`src/rtl/core/sshh_pkg.sv`:
```
// shared types and constants for the space-saving heavy-hitter table
`timescale 1ns / 1ps
package sshh_pkg;
    localparam int unsigned WordW = 32;
    localparam int unsigned ReportMax = 32;
    localparam logic FuncUpdate = 1'b0;
    localparam logic FuncQuery  = 1'b1;
    typedef struct packed {
        logic [WordW-1:0] id;
        logic [WordW-1:0] count;
        logic [WordW-1:0] error;
    } t_entry;
endpackage

```
`src/rtl/core/sshh_ram.sv`:
```
// generic single-port-write ram with registered read
`timescale 1ns / 1ps
module sshh_ram #(
    parameter int Width = 8,
    parameter int Depth = 32
) (
    input  logic                     i_clk,
    input  logic                     i_we,
    input  logic [$clog2(Depth)-1:0] i_waddr,
    input  logic [Width-1:0]         i_wdata,
    input  logic [$clog2(Depth)-1:0] i_raddr,
    output logic [Width-1:0]         o_rdata
);
    logic [Width-1:0] r_mem [Depth];
    logic [Width-1:0] r_rdata;
    always_ff @(posedge i_clk) begin
        if (i_we) begin
            r_mem[i_waddr] <= i_wdata;
        end
        r_rdata <= r_mem[i_raddr];
    end
    assign o_rdata = r_rdata;
endmodule

```
`src/rtl/core/space_saving_heavy_hitters.sv`:
```
// top level of the space-saving heavy-hitter table
// update: one scan over all entries, one memory read a cycle
// query: one selection scan per reported entry, waiting on output stalls between
//   passes; each pass finds the next entry in count/id order
// throughput: one item at a time; the next item is taken once the last result is registered
// reset: valid bits and occupancy cleared at once, no clearing pass, table empty
`timescale 1ns / 1ps
module space_saving_heavy_hitters #(
    parameter int CAPACITY = 32
) (
    input  logic         i_clk,
    input  logic         i_rst_n,
    input  logic         s_axis_tvalid,
    output logic         s_axis_tready,
    input  logic [95:0]  s_axis_tdata,  // item_id, increment, threshold
    input  logic         s_axis_tuser,  // func
    output logic         m_axis_tvalid,
    input  logic         m_axis_tready,
    output logic [95:0]  m_axis_tdata,  // out_id, out_count, out_error
    output logic         m_axis_tuser,  // valid_res
    output logic         m_axis_tlast   // last
);
    localparam int AW = $clog2(CAPACITY);
    localparam int CW = $clog2(CAPACITY + 1);
    localparam int RW = 3 * sshh_pkg::WordW;
    localparam int FW = $clog2(sshh_pkg::ReportMax + 1);

    typedef enum logic [2:0] {S_IDLE, S_SCAN, S_UPD, S_QSCAN, S_QOUT} t_state;
    t_state r_state;

    logic [CAPACITY-1:0] r_valid;
    logic [CW-1:0] r_occ;
    logic [31:0] r_id, r_inc, r_thr;
    logic [AW:0] r_addr;     // read address issued, wider to hold the count
    logic [AW:0] r_rd_idx;   // index of data coming back
    logic r_rd_live;
    // update search
    logic r_hit;
    logic [AW-1:0] r_hit_idx;
    logic r_min_ok;
    logic [AW-1:0] r_min_idx;
    sshh_pkg::t_entry r_min, r_hit_e;
    logic r_free_ok;
    logic [AW-1:0] r_free_idx;
    // query selection: next entry strictly after the held one
    logic r_best_ok;
    sshh_pkg::t_entry r_best;
    logic r_pend_ok;          // an entry found by the previous pass waits to be sent
    sshh_pkg::t_entry r_pend;
    logic [FW-1:0] r_found;
    // output register
    logic r_ovalid;
    logic [RW-1:0] r_odata;
    logic r_ouser, r_olast;

    logic ram_we;
    logic [AW-1:0] ram_waddr;
    sshh_pkg::t_entry ram_wdata, rd;
    logic [AW-1:0] ram_raddr;

    sshh_ram #(.Width(RW), .Depth(CAPACITY)) u_ram (
        .i_clk(i_clk), .i_we(ram_we), .i_waddr(ram_waddr), .i_wdata(ram_wdata),
        .i_raddr(ram_raddr), .o_rdata(rd)
    );

    assign ram_raddr = r_addr[AW-1:0];
    assign s_axis_tready = (r_state == S_IDLE);
    assign m_axis_tvalid = r_ovalid;
    assign m_axis_tdata = r_odata;
    assign m_axis_tuser = r_ouser;
    assign m_axis_tlast = r_olast;

    logic rd_v;
    logic [AW-1:0] ri;
    logic rank_lt_min, after_last, lt_best;
    logic [32:0] sum_hit, sum_min;
    logic out_free, out_load;
    always_comb begin
        ri = r_rd_idx[AW-1:0];
        rd_v = r_rd_live && r_valid[ri];
        rank_lt_min = (rd.count < r_min.count) ||
                      (rd.count == r_min.count && rd.id < r_min.id);
        after_last = !r_pend_ok || (rd.count > r_pend.count) ||
                     (rd.count == r_pend.count && rd.id > r_pend.id);
        lt_best = !r_best_ok || (rd.count < r_best.count) ||
                  (rd.count == r_best.count && rd.id < r_best.id);
        sum_hit = {1'b0, r_hit_e.count} + {1'b0, r_inc};
        sum_min = {1'b0, r_min.count} + {1'b0, r_inc};
        // output register takes a new item when empty or drained this cycle
        out_free = !r_ovalid || m_axis_tready;
        out_load = (r_state == S_QOUT) && out_free && (!r_best_ok || r_pend_ok);
        ram_we = 1'b0;
        ram_waddr = r_hit_idx;
        ram_wdata = r_hit_e;
        if (r_state == S_UPD) begin
            ram_we = 1'b1;
            if (r_hit) begin
                ram_waddr = r_hit_idx;
                ram_wdata.id = r_hit_e.id;
                ram_wdata.error = r_hit_e.error;
                ram_wdata.count = sum_hit[32] ? 32'hFFFF_FFFF : sum_hit[31:0];
            end else if (r_free_ok) begin
                ram_waddr = r_free_idx;
                ram_wdata.id = r_id;
                ram_wdata.count = r_inc;
                ram_wdata.error = '0;
            end else begin
                ram_waddr = r_min_idx;
                ram_wdata.id = r_id;
                ram_wdata.error = r_min.count;
                ram_wdata.count = sum_min[32] ? 32'hFFFF_FFFF : sum_min[31:0];
            end
        end
    end

    always_ff @(posedge i_clk) begin
        if (!i_rst_n) begin
            r_state <= S_IDLE;
            r_valid <= '0;
            r_occ <= '0;
            r_ovalid <= 1'b0;
            r_rd_live <= 1'b0;
        end else begin
            if (out_load) begin
                r_ovalid <= 1'b1;
            end else if (m_axis_tready) begin
                r_ovalid <= 1'b0;
            end
            case (r_state)
                S_IDLE: begin
                    if (s_axis_tvalid) begin
                        r_id <= s_axis_tdata[31:0];
                        r_inc <= s_axis_tdata[63:32];
                        r_thr <= s_axis_tdata[95:64];
                        r_addr <= '0;
                        r_rd_live <= 1'b0;
                        r_hit <= 1'b0;
                        r_min_ok <= 1'b0;
                        r_free_ok <= 1'b0;
                        r_best_ok <= 1'b0;
                        r_pend_ok <= 1'b0;
                        r_found <= '0;
                        r_state <= (s_axis_tuser == sshh_pkg::FuncQuery) ? S_QSCAN : S_SCAN;
                    end
                end
                S_SCAN, S_QSCAN: begin
                    // issue reads 0..CAPACITY-1, consume each in the cycle after
                    r_rd_live <= (r_addr < (AW+1)'(CAPACITY));
                    r_rd_idx <= r_addr;
                    if (r_addr < (AW+1)'(CAPACITY)) r_addr <= r_addr + (AW+1)'(1);
                    if (r_state == S_SCAN) begin
                        if (r_rd_live && !r_valid[ri] && !r_free_ok) begin
                            r_free_ok <= 1'b1;
                            r_free_idx <= ri;
                        end
                        if (rd_v && rd.id == r_id && !r_hit) begin
                            r_hit <= 1'b1;
                            r_hit_idx <= ri;
                            r_hit_e <= rd;
                        end
                        if (rd_v && (!r_min_ok || rank_lt_min)) begin
                            r_min_ok <= 1'b1;
                            r_min_idx <= ri;
                            r_min <= rd;
                        end
                    end else if (rd_v && rd.count >= r_thr && after_last && lt_best) begin
                        r_best_ok <= 1'b1;
                        r_best <= rd;
                    end
                    if (r_rd_live && r_rd_idx == (AW+1)'(CAPACITY - 1)) begin
                        r_state <= (r_state == S_SCAN) ? S_UPD : S_QOUT;
                    end
                end
                S_UPD: begin
                    if (!r_hit && r_free_ok) begin
                        r_valid[r_free_idx] <= 1'b1;
                        r_occ <= r_occ + CW'(1);
                    end
                    r_state <= S_IDLE;
                end
                S_QOUT: begin
                    // the held entry goes out once the next pass shows whether it is last
                    if (out_free) begin
                        if (r_best_ok) begin
                            if (r_pend_ok) begin
                                r_odata <= {r_pend.error, r_pend.count, r_pend.id};
                                r_ouser <= 1'b1;
                                r_olast <= 1'b0;
                            end
                            r_pend <= r_best;
                            r_pend_ok <= 1'b1;
                            r_found <= r_found + FW'(1);
                            r_best_ok <= 1'b0;
                            r_addr <= '0;
                            // report full: skip the search and close with the held entry
                            r_state <= (r_found == FW'(sshh_pkg::ReportMax - 1)) ?
                                       S_QOUT : S_QSCAN;
                        end else begin
                            if (r_pend_ok) begin
                                r_odata <= {r_pend.error, r_pend.count, r_pend.id};
                                r_ouser <= 1'b1;
                            end else begin
                                // nothing qualifies: one empty item
                                r_odata <= '0;
                                r_ouser <= 1'b0;
                            end
                            r_olast <= 1'b1;
                            r_state <= S_IDLE;
                        end
                    end
                end
                default: begin
                    r_state <= S_IDLE;
                end
            endcase
        end
    end

    property p_occ;
        @(posedge i_clk) disable iff (!i_rst_n) r_occ == CW'($countones(r_valid));
    endproperty
    a_occ: assert property (p_occ) else $error("occupancy mismatch");
    a_busy: assert property (@(posedge i_clk) disable iff (!i_rst_n)
        (r_state != S_IDLE) |-> !s_axis_tready) else $error("ready while busy");
    a_hold: assert property (@(posedge i_clk) disable iff (!i_rst_n)
        (r_ovalid && !m_axis_tready) |=> r_ovalid && $stable(r_odata))
        else $error("output dropped");
    a_empty_last: assert property (@(posedge i_clk) disable iff (!i_rst_n)
        (m_axis_tvalid && !m_axis_tuser) |-> m_axis_tlast)
        else $error("empty report not last");
endmodule
```
`config.mk`:
```
export PLATFORM = sky130hd
export DESIGN_NAME = space_saving_heavy_hitters
export DESIGN_NICKNAME = d
export VERILOG_FILES = /design/src/rtl/core/sshh_pkg.sv /design/src/rtl/core/sshh_ram.sv /design/src/rtl/core/space_saving_heavy_hitters.sv
export SDC_FILE = /design/constraint.sdc
export NUM_CORES = 2
export LEC_CHECK = 0
export CAP_MARGIN = 20
export CELL_PAD_IN_SITES_DETAIL_PLACEMENT = 1
export CELL_PAD_IN_SITES_GLOBAL_PLACEMENT = 1
export CORE_UTILIZATION = 40
export CTS_BUF_LIST = sky130_fd_sc_hd__clkbuf_8
export DETAILED_ROUTE_END_ITERATION = 8
export DONT_BUFFER_PORTS = 1
export GPL_TIMING_DRIVEN = 0
export PLACE_DENSITY_LB_ADDON = 0.1
export SLEW_MARGIN = 20
export SYNTH_ARGS = -nofsm -noshare
export SYNTH_HDL_FRONTEND = slang
export SYNTH_SLANG_ARGS = --single-unit
```
`constraint.sdc`:
```
create_clock -name i_clk -period 10.4 [get_ports i_clk]
set_input_delay 1.04 -clock i_clk [delete_from_list [all_inputs] [get_ports i_clk]]
set_output_delay 1.04 -clock i_clk [all_outputs]
set_load 0.1 [all_outputs]
```
==> results.md <==
- Status: complete, no violations
- Setup_tns: 0 ps
- Pwr Density: 183 mW/mm²
- Reg2reg start: u_ram.o_rdata[72]
- Remaining global-route overflow: 0
- Critical path capture point type: flop
- Sw frac: 0.250
- Reg2Reg Depth: 12
- Initial antenna violation count: 45
- Final wirelength: 479000 µm
- Core Util, Final: 0.478
- Top FF cell, synth: edfxtp_1
- Vias in the first global route: 82000
- CTS tree: done
- Post-Synth Simple-Gate Area: 0.0228
- Post-synth top area cell: edfxtp_1
- LEAKAGE: 58.9 nW
- Hold endpoint: r_hit
- Synthesized flop and latch total: 3789
- Worst reg2reg endpoint: r_hit_e[69]
- # hold bufs at CTS: 98
- Hold depth: 1
- M2 GR Usage: 0.421
- Placed cell area: 0.164 mm²
- Area Growth Syn to Fin: 18.6%
- Cts repair resizes: 0
- Global Route met1 Usage: 0.349
- Antenna-violating nets left: 0
- Initial Utilization: 0.403
- Synth Net Count: 7422
- Final net count: 8533
- Clk_lat worst skew: 1220 ps
- Top cell type's share of synthesized area: 0.738
- Gpl congestion: 0.842
- Post-synth top cells: edfxtp_1 (3656), mux4_2 (970), ha_1 (288)
- Compound-Gate Fraction of Synth Area: 0.0232
- Die height: 612 µm
- Post-CTS Setup Bufs: 0
- Setup-failing EPs final: 0
- Synth unique cells: 72
- Sw power: 8.06 mW
- GR peak layer: met2
- Main combinational cell family by area after synthesis: multiplexers
- Pre-CTS WS: 4530 ps
- Multiplexer area fraction after synthesis: 0.154
- TritonRoute pass-1 iters: 5
- Dpl hpwl: 339000 µm
- Synth Area in XOR/XNOR: 0.00571
- Worst relative slew slack: 0.203
- DR vias: 77700
- Crit Path Max Fanout: 8
- Slack of the critical path: 4660 ps
- WS Path Type: reg -> reg
- Share of cells above drive strength 1: 0.288
- Sequential share of power: 0.538
- Met3 Track Usage GR: 0.0442
- Warnings from Yosys: 0
- Post-synthesis cell area: 0.149 mm²
- Sequential fraction of the synthesis area: 0.755
- Worst-margin pin slew: 1200 ps
- GRT Overall Usage: 0.254
- Largest net degree at the start of global routing: 65
- CP Data Arrival Time: 6600 ps
- Final Cycle Share: 0.552
- Sequential cell area: 0.112 mm²
- FP Rows: 223
- Clk slew on worst S/H paths: 60 ps
- Clock sinks: 3789
- Post-Syn Instances: 7031
- Worst hold start: i_rst_n
- Port buffer count: 0
- Post-synth ARST share: 0
- Crit path time final: 5740 ps
- Post-synth EDFFs: 3656
- WP data required: 11260 ps
- DRC viols: 0
- Power share of the clock group: 0.382
- Fin Hold WS: 122 ps
- Final instance area: 0.177 mm²
- R2R Setup Slk: 4660 ps
- CORE AREA: 0.370 mm²
- CP startpoint kind: flop
- Final Max Slew Viols: 0
- Area of the multi-input gates: 0.0351 mm²
- Final hold violation count: 0
- Die W: 612 µm
- Adder-Cell Fraction of Synth Area: 0.0245
- RSZ-0062 raised after global routing: no
- Max clock buf depth: 4
- Hold crit path type: in -> reg
- Clock root buffer master: clkbuf_8
- Peak supply drop: 0.116 mV
- Filler instances: 33500
- First-pass GRT wire length: 656000 µm
- Routed wire per std cell: 35.2 µm
- Int Pwr: 24.2 mW
- Top post-synthesis cells by area: edfxtp_1 (74%), mux4_2 (15%), ha_1 (2.4%), dfxtp_1 (1.8%), mux2_2 (0.73%)
- TritonCTS Buffers: 636
- Comb pwr share: 0.080
- H-tree depth: 6
- 1st-iter DRT viols: 8929
- DR vias/cell: 5.71
- Most numerous cell in the Yosys netlist: edfxtp_1
- Max-cap viol count: 0
- Fin Clk Skew: 86.8 ps
- Synthesized area per cell: 21.2 µm²
- # IOs: 201
- Max Fclk: 174 MHz
- Die area: 0.375 mm²
-- final cells by class --
| class | instances | share of cell area |
|---|---|---|
| buffer | 297 | 0.00745 |
| tap | 4950 | 0.0351 |
| timing repair buffer | 473 | 0.0501 |
| multi-input combinational | 2695 | 0.199 |
| inverter | 250 | 0.00534 |
| clock buffer | 689 | 0.0537 |
| sequential | 3789 | 0.637 |
| clock inverter | 463 | 0.0122 |
| antenna | 17 | 0.000241 |
-- cell families (layout without fill, tap and decap cells) --
group | count (synthesis) | count (layout)
AO/OA/AOI/OAI | 514 | 514
XOR/XNOR | 97 | 97
adder cells (fa/ha/maj) | 290 | 290
buffers and inverters | 547 | 2172
flip-flops | 3789 | 3789
multiplexers | 1073 | 1073
other | 0 | 17
AND/OR/NAND/NOR | 721 | 721
-- cell usage in the layout (no fill, tap or decap), types with 16 or more instances in the layout --
cell / count
a21o_1: 95
a21oi_1: 149
a22oi_1: 23
buf_1: 20
buf_12: 134
buf_16: 156
buf_2: 41
buf_4: 34
buf_6: 37
clkbuf_1: 127
clkbuf_2: 108
clkbuf_8: 689
clkinv_1: 111
clkinv_2: 55
dfxtp_1: 133
diode_2: 17
dlygate4sd3_1: 98
edfxtp_1: 3656
ha_1: 288
inv_1: 501
mux2_2: 96
mux4_2: 970
nand2_1: 244
nand2b_1: 22
nand3_1: 33
nand4_1: 49
nor2_1: 141
nor2_4: 34
nor2b_1: 90
nor3_1: 23
nor4_1: 16
o21ai_0: 68
o221ai_1: 32
o31ai_4: 31
xnor2_1: 39
xor2_1: 58
-- registers in the layout (all words and copies together) (netlist names), 32 cells and up --
name / flops
r_min: 64
r_id: 32
u_ram.r_mem: 3072
r_valid: 32
r_hit_e: 96
r_pend: 96
r_thr: 32
r_best: 96
r_inc: 32
u_ram.o_rdata: 96
m_axis_tdata: 96
-- power groups by stage --
stage	logic (mW)	registers, mW	clock network (mW)
floorplan	1.53	17.4	0
global placement	2.38	17.7	0
detailed placement	2.56	17.7	0
CTS	2.60	17.4	12.6
global route	2.75	17.4	13.2
finish	2.58	17.4	12.3
-- per-stage QoR --
step	total power [mW]	std cells
after floorplan	18.9	7031
after CTS	32.6	13600
after global placement	20.1	12000
final	32.3	13600
after detailed placement	20.2	12300
after global routing	33.3	13600
-- worst max-delay path: stages (launching register included) --
cell,delay (ps)
dfxtp_1,790
xor2_1,300
nor4_1,510
nand4_1,240
or4_1,880
nor3_1,470
nor3b_2,730
buf_4,330
buf_4,230
buf_4,220
buf_4,210
buf_4,230
buf_4,240
-- how the worst max path moves through the flow --
stage | depth (start not counted) | end | start
3_5_place_dp | 13 | u_ram.r_mem[4][35] | r_min[32]
6_report | 12 | r_hit_e[69] | u_ram.o_rdata[72]
5_1_grt | 13 | u_ram.r_mem[7][59] | r_min[32]
3_3_place_gp | 6 | r_hit_e[64] | u_ram.o_rdata[84]
2_1_floorplan | 7 | r_hit_e[0] | r_rd_idx[0]
4_1_cts | 13 | u_ram.r_mem[4][35] | r_min[32]
-- routing by layer --
layer,up-vias,part of all wire
met5,-,0.00010
met4,8,0.025
met3,606,0.072
met2,3004,0.49
met1,42700,0.42
li1,31400,-
No activity file was read; power rests on OpenSTA's default activity.
